## src/hdl/ttkm_pkg.sv

```systemverilog
// ----------------------------------------------------------------------------
// ttkm_pkg
// Shared types, tree geometry and helper functions of the tournament merge.
// ----------------------------------------------------------------------------
package ttkm_pkg;

  localparam int LANES  = 16;
  localparam int LEVELS = (LANES > 1) ? $clog2(LANES) : 0;
  localparam int LEAVES = 1 << LEVELS;
  localparam int NODES  = 2 * LEAVES - 1;
  localparam int NODE_W = (NODES > 1) ? $clog2(NODES) : 1;
  localparam int LIDX_W = (LEVELS > 0) ? LEVELS : 1;

  localparam logic [31:0] TERM_TIME = 32'hFFFF_FFFF;

  localparam logic REQ_LOAD = 1'b0;
  localparam logic REQ_POP  = 1'b1;

  typedef struct packed {
    logic              req_type;
    logic [3:0]        lane;
    logic              lane_exhausted;
    logic [31:0]       event_time;
    logic [31:0]       event_target;
    logic signed [31:0] event_weight;
  } in_t;

  typedef struct packed {
    logic              popped_valid;
    logic [31:0]       popped_time;
    logic [31:0]       popped_target;
    logic signed [31:0] popped_weight;
    logic [3:0]        popped_lane;
    logic [3:0]        head_lane;
    logic              tree_empty;
  } out_t;

  typedef struct packed {
    logic [31:0]        ev_time;
    logic [31:0]        ev_target;
    logic signed [31:0] ev_weight;
    logic [LIDX_W-1:0]  ev_lane;
  } node_t;

  localparam int NODE_DW = $bits(node_t);

  typedef enum logic [1:0] {
    ST_IDLE,
    ST_MERGE,
    ST_FINISH
  } state_t;

  typedef struct packed {
    logic accept;
    logic merge;
    logic load_out;
  } cmd_t;

  typedef struct packed {
    logic do_write;
    logic leaf_root;
    logic parent_root;
    logic out_free;
  } status_t;

  // strict order: time, then target, then signed weight
  function automatic logic ev_less(node_t a, node_t b);
    if (a.ev_time != b.ev_time) return a.ev_time < b.ev_time;
    if (a.ev_target != b.ev_target) return a.ev_target < b.ev_target;
    return a.ev_weight < b.ev_weight;
  endfunction

  // low four bits of a lane index, zero extended when the index is narrower
  function automatic logic [3:0] lane4(logic [LIDX_W-1:0] v);
    logic [LIDX_W+3:0] ext;
    ext = {4'b0000, v};
    return ext[3:0];
  endfunction

  // after reset every node is terminal and ties go right, so a node carries
  // the lane of the rightmost leaf below it
  function automatic node_t reset_node(logic [NODE_W-1:0] idx);
    logic [NODE_W:0] k;
    node_t n;
    k = {1'b0, idx};
    for (int d = 0; d < LEVELS; d++) begin
      if (k < (NODE_W+1)'(LEAVES - 1)) begin
        k = (k << 1) + (NODE_W+1)'(2);
      end
    end
    n.ev_time   = TERM_TIME;
    n.ev_target = '0;
    n.ev_weight = '0;
    n.ev_lane   = LIDX_W'(k - (NODE_W+1)'(LEAVES - 1));
    return n;
  endfunction

endpackage

```

## src/hdl/ttkm_in_if.sv

```systemverilog
// ----------------------------------------------------------------------------
// ttkm_in_if
// Request channel: valid, ready and one request payload.
// ----------------------------------------------------------------------------
interface ttkm_in_if;
  import ttkm_pkg::*;

  logic valid;
  logic ready;
  in_t  data;

  modport source (output valid, output data, input ready);
  modport sink (input valid, input data, output ready);
endinterface

```

## src/hdl/ttkm_out_if.sv

```systemverilog
// ----------------------------------------------------------------------------
// ttkm_out_if
// Result channel: valid, ready and one result payload.
// ----------------------------------------------------------------------------
interface ttkm_out_if;
  import ttkm_pkg::*;

  logic valid;
  logic ready;
  out_t data;

  modport source (output valid, output data, input ready);
  modport sink (input valid, input data, output ready);
endinterface

```

## src/hdl/ttkm_ram.sv

```systemverilog
// ----------------------------------------------------------------------------
// ttkm_ram
// Generic simple dual-port RAM, one write and one registered read port.
// ----------------------------------------------------------------------------
module ttkm_ram #(
  parameter int WIDTH = 8,
  parameter int DEPTH = 16,
  parameter int AW    = (DEPTH > 1) ? $clog2(DEPTH) : 1
) (
  input  logic             clk,
  input  logic             we,
  input  logic [AW-1:0]    waddr,
  input  logic [WIDTH-1:0] wdata,
  input  logic             re,
  input  logic [AW-1:0]    raddr,
  output logic [WIDTH-1:0] rdata
);

  logic [WIDTH-1:0] mem [DEPTH];

  always_ff @(posedge clk) begin
    if (we) begin
      mem[waddr] <= wdata;
    end
    if (re) begin
      rdata <= mem[raddr];
    end
  end

endmodule

```

## src/hdl/ttkm_ctrl.sv

```systemverilog
// ----------------------------------------------------------------------------
// ttkm_ctrl
// Request sequencer: accept, walk the tree one level a cycle, hand off result.
// ----------------------------------------------------------------------------
module ttkm_ctrl
  import ttkm_pkg::*;
(
  input  logic    clk,
  input  logic    rst_n,
  input  logic    in_valid,
  output logic    in_ready,
  input  status_t status,
  output cmd_t    cmd
);

  state_t state_r;
  state_t state_nxt;

  always_ff @(posedge clk) begin
    if (!rst_n) begin
      state_r <= ST_IDLE;
    end else begin
      state_r <= state_nxt;
    end
  end

  always_comb begin
    state_nxt = state_r;
    case (state_r)
      ST_IDLE: begin
        if (in_valid) begin
          if (status.do_write && !status.leaf_root) begin
            state_nxt = ST_MERGE;
          end else begin
            state_nxt = ST_FINISH;
          end
        end
      end
      ST_MERGE: begin
        if (status.parent_root) begin
          state_nxt = ST_FINISH;
        end
      end
      ST_FINISH: begin
        if (status.out_free) begin
          state_nxt = ST_IDLE;
        end
      end
      default: state_nxt = ST_IDLE;
    endcase
  end

  always_comb begin
    in_ready     = 1'b0;
    cmd.accept   = 1'b0;
    cmd.merge    = 1'b0;
    cmd.load_out = 1'b0;
    case (state_r)
      ST_IDLE: begin
        in_ready   = 1'b1;
        cmd.accept = in_valid;
      end
      ST_MERGE: cmd.merge = 1'b1;
      ST_FINISH: cmd.load_out = status.out_free;
      default: ;
    endcase
  end

endmodule

```

## src/hdl/ttkm_dp.sv

```systemverilog
// ----------------------------------------------------------------------------
// ttkm_dp
// Tree storage, root copy, one merge comparator and the result register.
// ----------------------------------------------------------------------------
module ttkm_dp
  import ttkm_pkg::*;
(
  input  logic    clk,
  input  logic    rst_n,
  input  cmd_t    cmd,
  output status_t status,
  input  in_t     in_data,
  output logic    out_valid,
  input  logic    out_ready,
  output out_t    out_data
);

  node_t             root_r;
  node_t             cur_r;
  logic [NODE_W-1:0] idx_r;
  logic [NODES-1:0]  valid_r;
  logic              rd_valid_r;
  logic [NODE_W-1:0] rd_addr_r;
  out_t              pop_r;
  out_t              out_r;
  logic              out_valid_r;

  node_t             leaf_c;
  logic [LIDX_W-1:0] leaf_lane_c;
  logic [NODE_W-1:0] leaf_idx_c;
  logic              root_term_c;
  logic              do_write_c;
  node_t             sib_c;
  node_t             merged_c;
  logic [NODE_W-1:0] parent_c;
  logic              we_c;
  logic [NODE_W-1:0] waddr_c;
  node_t             wdata_c;
  logic              re_c;
  logic [NODE_W-1:0] raddr_c;
  logic [NODE_W-1:0] base_c;
  logic [NODE_DW-1:0] ram_q;
  out_t              pop_c;
  out_t              load_c;

  function automatic logic [NODE_W-1:0] sibling(logic [NODE_W-1:0] i);
    return i[0] ? i + NODE_W'(1) : i - NODE_W'(1);
  endfunction

  // request decode
  always_comb begin
    root_term_c = (root_r.ev_time == TERM_TIME);
    if (in_data.req_type == REQ_POP) begin
      leaf_lane_c = root_r.ev_lane;
      do_write_c  = !root_term_c && (32'(root_r.ev_lane) < 32'(LANES));
    end else begin
      leaf_lane_c = LIDX_W'(in_data.lane);
      do_write_c  = 32'(in_data.lane) < 32'(LANES);
    end
    leaf_idx_c = NODE_W'(leaf_lane_c) + NODE_W'(LEAVES - 1);
    leaf_c.ev_lane = leaf_lane_c;
    if (in_data.lane_exhausted || in_data.event_time == TERM_TIME) begin
      leaf_c.ev_time   = TERM_TIME;
      leaf_c.ev_target = '0;
      leaf_c.ev_weight = '0;
    end else begin
      leaf_c.ev_time   = in_data.event_time;
      leaf_c.ev_target = in_data.event_target;
      leaf_c.ev_weight = in_data.event_weight;
    end
  end

  // popped fields as seen before the update
  always_comb begin
    pop_c = '0;
    if (in_data.req_type == REQ_POP) begin
      if (root_term_c) begin
        pop_c.popped_time = TERM_TIME;
      end else begin
        pop_c.popped_valid  = 1'b1;
        pop_c.popped_time   = root_r.ev_time;
        pop_c.popped_target = root_r.ev_target;
        pop_c.popped_weight = root_r.ev_weight;
        pop_c.popped_lane   = lane4(root_r.ev_lane);
      end
    end
  end

  // merge one level: the node on the path against its sibling
  always_comb begin
    sib_c    = rd_valid_r ? node_t'(ram_q) : reset_node(rd_addr_r);
    parent_c = (idx_r - NODE_W'(1)) >> 1;
    if (idx_r[0]) begin
      merged_c = ev_less(cur_r, sib_c) ? cur_r : sib_c;
    end else begin
      merged_c = ev_less(sib_c, cur_r) ? sib_c : cur_r;
    end
  end

  always_comb begin
    base_c  = cmd.merge ? parent_c : leaf_idx_c;
    we_c    = cmd.merge || (cmd.accept && do_write_c);
    waddr_c = base_c;
    wdata_c = cmd.merge ? merged_c : leaf_c;
    re_c    = we_c && (base_c != '0);
    raddr_c = sibling(base_c);
  end

  // result: popped fields plus the root after the update
  always_comb begin
    load_c            = pop_r;
    load_c.head_lane  = lane4(root_r.ev_lane);
    load_c.tree_empty = (root_r.ev_time == TERM_TIME);
  end

  ttkm_ram #(
    .WIDTH (NODE_DW),
    .DEPTH (NODES)
  ) u_node_ram (
    .clk   (clk),
    .we    (we_c),
    .waddr (waddr_c),
    .wdata (wdata_c),
    .re    (re_c),
    .raddr (raddr_c),
    .rdata (ram_q)
  );

  always_ff @(posedge clk) begin
    if (!rst_n) begin
      valid_r     <= '0;
      rd_valid_r  <= 1'b0;
      root_r      <= reset_node('0);
      out_valid_r <= 1'b0;
    end else begin
      if (we_c) begin
        valid_r[waddr_c] <= 1'b1;
        if (waddr_c == '0) begin
          root_r <= wdata_c;
        end
      end
      if (re_c) begin
        rd_valid_r <= valid_r[raddr_c];
      end
      if (cmd.load_out) begin
        out_valid_r <= 1'b1;
      end else if (out_ready) begin
        out_valid_r <= 1'b0;
      end
    end
  end

  always_ff @(posedge clk) begin
    if (re_c) begin
      rd_addr_r <= raddr_c;
    end
    if (we_c) begin
      cur_r <= wdata_c;
      idx_r <= waddr_c;
    end
    if (cmd.accept) begin
      pop_r <= pop_c;
    end
    if (cmd.load_out) begin
      out_r <= load_c;
    end
  end

  assign status.do_write    = do_write_c;
  assign status.leaf_root   = (leaf_idx_c == '0);
  assign status.parent_root = (parent_c == '0);
  assign status.out_free    = !out_valid_r || out_ready;

  assign out_valid = out_valid_r;
  assign out_data  = out_r;

endmodule

```

## src/hdl/tournament_tree_kway_merge.sv

```systemverilog
// ----------------------------------------------------------------------------
// tournament_tree_kway_merge
// Tournament-tree merge of sorted event streams, one lane leaf per stream.
// ----------------------------------------------------------------------------
// A request runs through the sequencer states in order: the accepting cycle
// writes the leaf, the merge state re-merges the path one tree level at a time
// with a single comparator against the sibling read from the node RAM, and the
// finish state loads the result register. The sequencer then returns to idle,
// so a new request is taken only once the last one is through. A request that
// changes nothing (pop of an empty tree) skips the merge state and goes from
// acceptance straight to the finish state. The next request is taken as soon
// as the sequencer is back in idle, while an earlier result may still wait in
// the output register; a request finishes only once that register is free, so
// a stalled result adds its stall cycles to the next request. Each request
// returns exactly one result: the popped event (all zero for a load, terminal
// time for a pop of an empty tree), the lane now at the root and whether the
// root is terminal.
// ----------------------------------------------------------------------------
module tournament_tree_kway_merge
  import ttkm_pkg::*;
(
  input  logic       clk,
  input  logic       rst_n,
  ttkm_in_if.sink    in_ch,
  ttkm_out_if.source out_ch
);

  cmd_t    cmd;
  status_t status;
  logic    in_ready;

  // sequence each request: accept, walk, hand off
  ttkm_ctrl u_ctrl (
    .clk      (clk),
    .rst_n    (rst_n),
    .in_valid (in_ch.valid),
    .in_ready (in_ready),
    .status   (status),
    .cmd      (cmd)
  );

  // hold the tree, the root copy and the result register
  ttkm_dp u_dp (
    .clk       (clk),
    .rst_n     (rst_n),
    .cmd       (cmd),
    .status    (status),
    .in_data   (in_ch.data),
    .out_valid (out_ch.valid),
    .out_ready (out_ch.ready),
    .out_data  (out_ch.data)
  );

  assign in_ch.ready = in_ready;

endmodule

```

## src/flat_wrapper.sv

```systemverilog
// flat-port wrapper written by rule: the top's interface ports become plain ports
module tournament_tree_kway_merge_flat import ttkm_pkg::*;
  (clk, rst_n, in_ch_valid, in_ch_data, in_ch_ready, out_ch_valid, out_ch_data, out_ch_ready);
  ttkm_in_if in_ch_i ();
  ttkm_out_if out_ch_i ();
  input  logic clk;
  input  logic rst_n;
  input wire logic [$bits(in_ch_i.valid)-1:0] in_ch_valid;
  input wire logic [$bits(in_ch_i.data)-1:0] in_ch_data;
  output wire logic [$bits(in_ch_i.ready)-1:0] in_ch_ready;
  output wire logic [$bits(out_ch_i.valid)-1:0] out_ch_valid;
  output wire logic [$bits(out_ch_i.data)-1:0] out_ch_data;
  input wire logic [$bits(out_ch_i.ready)-1:0] out_ch_ready;
  assign in_ch_i.valid = in_ch_valid;
  assign in_ch_i.data = in_ch_data;
  assign in_ch_ready = in_ch_i.ready;
  assign out_ch_valid = out_ch_i.valid;
  assign out_ch_data = out_ch_i.data;
  assign out_ch_i.ready = out_ch_ready;
  tournament_tree_kway_merge u_core (.clk(clk), .rst_n(rst_n), .in_ch(in_ch_i), .out_ch(out_ch_i));
endmodule
```

## config.mk

```make
export PLATFORM = sky130hd
export DESIGN_NAME = tournament_tree_kway_merge_flat
export DESIGN_NICKNAME = d
export VERILOG_FILES = /design/src/hdl/ttkm_pkg.sv /design/src/hdl/ttkm_in_if.sv /design/src/hdl/ttkm_out_if.sv /design/src/hdl/ttkm_ram.sv /design/src/hdl/ttkm_ctrl.sv /design/src/hdl/ttkm_dp.sv /design/src/hdl/tournament_tree_kway_merge.sv /design/src/flat_wrapper.sv
export SDC_FILE = /design/constraint.sdc
export NUM_CORES = 2
export LEC_CHECK = 0
export BUFFER_PORTS_ARGS = -buffer_cell sky130_fd_sc_hd__buf_2
export CAP_MARGIN = 15
export CORE_ASPECT_RATIO = 1.5
export CORE_MARGIN = 2
export CORE_UTILIZATION = 56
export DETAILED_ROUTE_END_ITERATION = 7
export PLACE_DENSITY = 0.7
export SETUP_SLACK_MARGIN = 0.3
export SKIP_CTS_REPAIR_TIMING = 1
export SYNTH_ARGS = -nofsm -noshare
export SYNTH_HDL_FRONTEND = slang
export SYNTH_HIERARCHICAL = 1
export SYNTH_SLANG_ARGS = --single-unit
export TNS_END_PERCENT = 50
```

## constraint.sdc

```tcl
create_clock -name clk -period 17.47 [get_ports clk]
set_input_delay 3.494 -clock clk [delete_from_list [all_inputs] [get_ports clk]]
set_output_delay 3.494 -clock clk [all_outputs]
set_load 0.01 [all_outputs]
```

# [After elaboration in Yosys (flattened, before gate mapping)]
# Memory sizes are Yosys's and may differ from the RTL's. A register that Yosys moved wholly into a read port is not among the register bits.
# Cells that the tools add are included.
[word_totals] reg_bits=452 mem_bits_rw=3100 inputBits=106 out_inout_bits=108 elab_cells=134 mem_count=1
[classes] n_addsub=9 magnitude_cmp=13 eq_ne=11 muxes=53 bitwise=2 reduce_logical=19
[mem_list] memory="u_core.u_dp.u_node_ram.mem" depth=31 width=100 rd=1 rd_clocked_by_memory_dff=1 write_ports=1 line_no="ttkm_ram.sv:19" rtl="logic [WIDTH-1:0] mem [DEPTH];"
[ops] op="two-way mux 100 bit" count=5
[ops] op="less-than comparator 32 bit" count=6
[ops] op="inequality test 32 bit" count=4
[ops] op="two-way mux 96 bit" count=1
[ops] op="== test 32 bit, second input constant" count=2
[ops] op="two-way mux 1 bit" count=32
[ops] op="two-way mux 32 bit" count=1
[ops] op="OR 31 bit" count=1
[ops] op="adder 6 x 2 -> 6 bit, second input constant" count=3
[ops] op="less-than comparator 6 x 4 -> 1 bit, second input constant" count=3
[ops] op="two-way mux 6 bit" count=3
[ops] op="zero test 5 bit" count=3
[ops] op="less-than comparator 5 x 6 -> 1 bit, second input constant" count=2
[ops] op="two-way mux 5 bit" count=2
[ops] op="subtractor 5 x 1 -> 5 bit, second input constant" count=2
[ops] op="two-way mux 2 bit" count=4
[ops] op="two-way mux 4 bit" count=2
[ops] op="case mux 2 bit (3 select lines)" count=1
[ops] op="adder 4 x 4 -> 5 bit, second input constant" count=1
[ops] op="adder 5 x 1 -> 5 bit, second input constant" count=1
[ops] op="binary-select mux 1 bit (select 5 bit)" count=1
[ops] op="demux 1 bit (select 5 bit)" count=1
[ops] op="greater-or-equal comparator 5 x 1 -> 1 bit, second input constant" count=1
[ops] op="less-than comparator 5 x 4 -> 1 bit, second input constant" count=1
[ops] op="16 further kinds" count=24

# [Longest topological paths before layout]
[depth] word_depth=21 depth_mapped=28 mapped_depth_nobuf=24

# [Cells and area by module]
# The synthesis kept the hierarchy.
[by_module_without_submodules] mod="ttkm_ram" n_inst=1 cells_per_inst=5662 area_per_inst_um2=120893.4 seq_area_each_um2=96092.2
[by_module_without_submodules] mod="ttkm_dp" n_inst=1 cells_per_inst=1819 area_per_inst_um2=21707.1 seq_area_each_um2=12181.7
[by_module_without_submodules] mod="ttkm_ctrl" n_inst=1 cells_per_inst=16 area_per_inst_um2=130.1 seq_area_each_um2=40.0

# [Least setup slack after synthesis]
# OpenSTA, ideal clock, no wires.
[synth_path] path_type="in2reg" startpoint="input in_ch_valid" endpoint="memory u_core/u_dp/u_node_ram/mem[24][0] (netlist bit), enable pin" setup_ps=560 t_arrival_ps=14331 required_ps=16910 path_slack_ps=2578 stages=6 n_path_buf=1 path_cell_list="nor3b_2 -> a21oi_1 -> clkinv_1 -> or3b_2 -> clkbuf_1 -> nor2_1"
[synth_between] elab_chain_cells=5
[synth_rtl] item="start, declared" line_no="flat_wrapper.sv:8" rtl="input wire logic [$bits(in_ch_i.valid)-1:0] in_ch_valid;"
[synth_rtl] item="two-way mux 1 bit" line_no="ttkm_ctrl.sv:58" rtl="case (state_r)"
[synth_rtl] item="logical AND 1 bit" line_no="ttkm_dp.sv:102" rtl="we_c = cmd.merge || (cmd.accept && do_write_c);"
[synth_rtl] item="logical OR 1 bit" line_no="ttkm_dp.sv:102"
[synth_rtl] item="net u_core.u_dp.we_c" line_no="ttkm_dp.sv:36" rtl="logic we_c;"
[synth_rtl] item="two-way mux 1 bit" line_no="ttkm_ram.sv:22" rtl="if (we) begin"
[synth_rtl] item="two-way mux 1 bit (implied by the code)" line_no="ttkm_ram.sv:23" rtl="mem[waddr] <= wdata;"
[synth_rtl] item="end, declared" line_no="ttkm_ram.sv:19"
# The timed path passes the listed nets, and every way through them passes these cells.

# [Final worst setup path]
[layout_path] startpoint="input in_ch_data[101]" endpoint="register u_core.u_dp.u_node_ram.rdata[37] (read register of u_core.u_dp.u_node_ram.mem) (data pin)"
[layout_between] elab_chain_cells=5
[layout_rtl] item="start, declared" line_no="flat_wrapper.sv:9" rtl="input wire logic [$bits(in_ch_i.data)-1:0] in_ch_data;"
[layout_rtl] item="two-way mux 4 bit *" line_no="ttkm_dp.sv:53" rtl="if (in_data.req_type == REQ_POP) begin"
[layout_rtl] item="adder 4 x 4 -> 5 bit *" line_no="ttkm_dp.sv:60" rtl="leaf_idx_c = NODE_W'(leaf_lane_c) + NODE_W'(LEAVES - 1);"
[layout_rtl] item="two-way mux 5 bit *" line_no="ttkm_dp.sv:101" rtl="base_c = cmd.merge ? parent_c : leaf_idx_c;"
[layout_rtl] item="net u_core.u_dp.base_c[2]" line_no="ttkm_dp.sv:41" rtl="logic [NODE_W-1:0] base_c;"
[layout_rtl] item="subtractor 5 x 1 -> 5 bit or adder 5 x 1 -> 5 bit (tied branches)" line_no="ttkm_dp.sv:47" rtl="return i[0] ? i + NODE_W'(1) : i - NODE_W'(1);"
[layout_rtl] item="two-way mux 5 bit *" line_no="ttkm_dp.sv:47"
[layout_rtl] item="net u_core.u_dp.raddr_c[2]" line_no="ttkm_dp.sv:40" rtl="logic [NODE_W-1:0] raddr_c;"
[layout_rtl] item="end, declared" line_no="ttkm_ram.sv:16" rtl="output logic [WIDTH-1:0] rdata"
# Mark *: on every way through the listed nets, which the timed path passes. The rest lies on a longest branch.
# A chain may end at the register's enable or synchronous reset.

==> flow_summary.toml <==
[status]
outcome = "completed"

[synthesis]
ys_async_sr_fraction_pct = 0
number_of_flops_mapped_to_enable_cells_by_yosys = 3517
synth_warnings = 6
ys_ff_latch = 3652
synth.area.top_cells = "edfxtp_1 74%, mux4_2 7.0%, mux2i_1 4.6%, dfxtp_1 1.9%, a22oi_1 1.7%"
seq_area_frac_synth_pct = 75.9
synth.net_count = 7713
synthFlopType = "edfxtp_1"
mappedNetlistArea_um2 = 143000
commonest_cells_post_synth = "3517 x edfxtp_1, 652 x mux2i_1, 441 x mux4_2"
synth_most_common_cell = "edfxtp_1"
yosysUniqueCellTypes = 84
proportion_of_netlist_area_held_by_the_largest_area_contributor_pct = 74.0
synth_largest_area_cell = "edfxtp_1"
number_of_standard_cells_after_synthesis = 7497
syn_avg_cell_area_um2 = 19.0

[worst_setup_path]
crit_family = "buffers and inverters"
top_cell_by_count_worst_path = "buf_4"
crit_required_ns = 18.17
setup.worst_path.end_class = "flip-flop"
cpPeakStageDelay_ns = 1.25
arrival_ns = 10.44
setup.worst_path.start_class = "input port"
timing.setup.critical_path_class = "in -> reg"
standard_cell_with_the_maximum_stage_delay_on_the_critical_path = "fa_4"
worst-path-max-fanout = 108
worstPathBufferInverterCount = 5
crit_path_cell_trace = "buf_2, mux2i_1, ha_1, xnor2_1, o21ai_0, inv_1, fa_4, buf_12, buf_4, buf_4, mux4_2, o22ai_1, or2_2, a31oi_1"

[floorplan]
floorplan.io_pins = 214
die_width_um = 416
fp-row-count = 227
dieArea_um2 = 259000
die_boundary_height_um = 622
placeableCoreArea_um2 = 254000
starting_density_pct = 56.1

[clock_network]
path_clk_slew_ns = 0.06
clock_tree_from_tritoncts = "yes"
clockBufferDepth = 4
clock_latency_ns = 0.92
cts.sinks = 3652
cts_htree_levels = 5
clock_tree.root_cell = "clkbuf_16"
numCtsBuffers = 332

[place]
numPortBuffers = 213
detailedPlacementHpwl_um = 225000
finalWeightedCongestion = 0.839
placed_cells = 10805

[power_and_ir_drop]
vdd.ir_drop.worst_mv = 0.0887
power_frac_seq_pct = 48.9
power.share.combinational_pct = 16.3
power_frac_clock_pct = 34.8
netSwitchingFraction_pct = 26.7
cell_internal_pwr_mw = 15.1
leakage_nw = 54.0
pwr_density_cell_nw_per_um2 = 130
total_power_of_the_final_layout_mw = 20.6
power.net_switching_mw = 5.51

[timing]
remaining_max_slew_budget_at_the_tightest_pin_pct = 9.33
timing.clock.skew_ns = 0.0777
fin_tns_setup_ns = 0
finalWorstPathRequiredPeriod_ns = 9.74
finalSetupViolCount = 0
fmax_mhz = 103
finalHoldViolCount = 0
maxSlewViolCount = 0
max_slew.worst_pin.slew_ns = 1.36
setup_repair_after_global_routing_missed_its_margin = "false"
layout_worst_path_cycle_share_pct = 55.7

[layout]
fin_nets = 8055
post_route_cells_drive_above_1_share_pct = 18.8
n_fill_cell = 17037
syn2layout_area_growth_pct = 11.6
seq_area_um2 = 108000
area_of_combinational_cells_with_multiple_inputs_um2 = 32600
stdcell_count = 11435
postLayoutCoreUtil_pct = 62.7

[global_route]
vias_in_the_first_global_route = 76997
grt_start_max_net_pins = 129
initial_antenna_violation_count = 27
grt_pass1_wl_um = 581000
grt_overflow_total = 0
globalRouteTotalUtil_pct = 32.0

[run]
cap_viol_max_count = 0

[route]
first_pass_iters = 6
remaining_drc_errors = 0
vias = 78161
vias_per_cell = 6.84
drt_first_iter_violations = 11512
final_antenna_net_count = 0
post_drt_wl_per_cell_um = 36.6
wirelength_um = 419000

[min_path]
min-delay-path-class = "reg -> reg"
==> stage by stage <==
stage / area (µm²) / hold WS, ns / setup WS [ns]
floorplan: 143000 / 0.400 / 2.58
global placement: 148000 / 0.402 / 7.10
detailed placement: 148000 / 0.405 / 7.02
CTS: 159000 / 0.387 / 7.90
global route: 159000 / 0.397 / 7.49
finish: 159000 / 0.382 / 7.73
==> power by group through the flow <==
| stage | logic [mW] | registers (mW) | clock network (mW) |
|---|---|---|---|
| final | 3.37 | 10.1 | 7.18 |
| after global routing | 3.49 | 10.1 | 7.54 |
| after CTS | 3.29 | 10.1 | 7.22 |
| after detailed placement | 3.28 | 10.3 | 0 |
| after global placement | 3.22 | 10.3 | 0 |
| after floorplan | 2.11 | 10.2 | 0 |
==> flip-flops by register name (all words and copies together) (netlist names) <==
name,flops
u_core/u_dp/u_node_ram/rdata,100
u_core/u_dp/cur_r,100
u_core/u_dp/rd_valid_r,1
u_core/u_dp/u_node_ram/mem,3100
u_core/u_dp/load_c,105
u_core/u_dp/idx_r,5
u_core/u_ctrl/state_r,2
u_core/u_dp/root_r,96
u_core/u_dp/out_valid,1
u_core/u_dp/out_data,106
u_core/u_dp/rd_addr_r,5
u_core/u_dp/valid_r,31
==> worst reg2reg max path, stage by stage (launching register included) <==
cell      delay (ns)
dfxtp_4         0.63
buf_4           0.46
nand2b_1        0.21
ha_1            0.33
nand4_1         0.10
or2_1           0.28
nor4_1          0.92
nand4_1         0.90
nor4bb_2        0.48
buf_4           0.20
o21ai_4         0.14
buf_4           0.43
buf_4           0.82
mux2i_1         0.39
a21oi_4         0.96
==> cells in the final DEF (no fill, tap or decap), drive strengths merged, types with 42 or more instances in the layout <==
cell type / count
clkinv: 130
nand3: 42
edfxtp: 3517
clkbuf: 416
o21ai: 162
ha: 109
nand4: 91
mux2i: 652
a22oi: 322
mux2: 124
o22ai: 91
buf: 425
nand2: 160
and2: 174
nor3: 48
nor2b: 73
mux4: 441
a211oi: 89
nand2b: 43
o21ba: 64
o211ai: 58
dfxtp: 135
nor2: 127
a21oi: 115
a22o: 79
inv: 131
==> metal layers <==
metal  wire length [µm]  track usage (%)  vias up
li1                   -                -    31121
met1             143000             40.6    40667
met2             208000             54.0     5278
met3              43700             5.35     1091
met4              24300             15.6        4
met5                 31                0        -
==> final timing paths <==
kind | startpoint | end | slack [ns] | cells after the start
min reg2reg | u_core/u_dp/load_c[51]$_SDFFCE_PP0P_ | u_core/u_dp/out_data[51]$_DFFE_PP_ | 0.38 | 0
max | in_ch_data[101] | u_core/u_dp/u_node_ram/rdata[37]$_DFFE_PP_ | 7.73 | 14
min | u_core/u_dp/load_c[51]$_SDFFCE_PP0P_ | u_core/u_dp/out_data[51]$_DFFE_PP_ | 0.38 | 0
max reg2reg | u_core/u_dp/rd_valid_r$_SDFFE_PN0P_ | u_core/u_dp/u_node_ram/mem[20][76]$_DFFE_PP_ | 9.77 | 14
==> cells by family (layout without fill, tap and decap cells) <==
family,after synthesis,after routing,synth area share (%)
mux,1217,1217,12.5
other cells,1,14,0.00263
fa+ha+maj,110,110,0.970
simple gates,854,854,3.25
buf+inv,535,1140,1.80
xor+xnor,11,11,0.0675
flops,3652,3652,75.9
compound gates,1117,1117,5.51
==> final cells by class <==
class | count | share of cell area [%]
clock inverter | 182 | 1.02
sequential | 3652 | 68.0
tap | 3320 | 2.61
clock buffer | 415 | 5.57
antenna | 13 | 0.0204
multi-input combinational | 3310 | 20.4
inverter | 117 | 0.287
timing repair buffer | 426 | 2.08
Power figures use the tool's default switching activity.
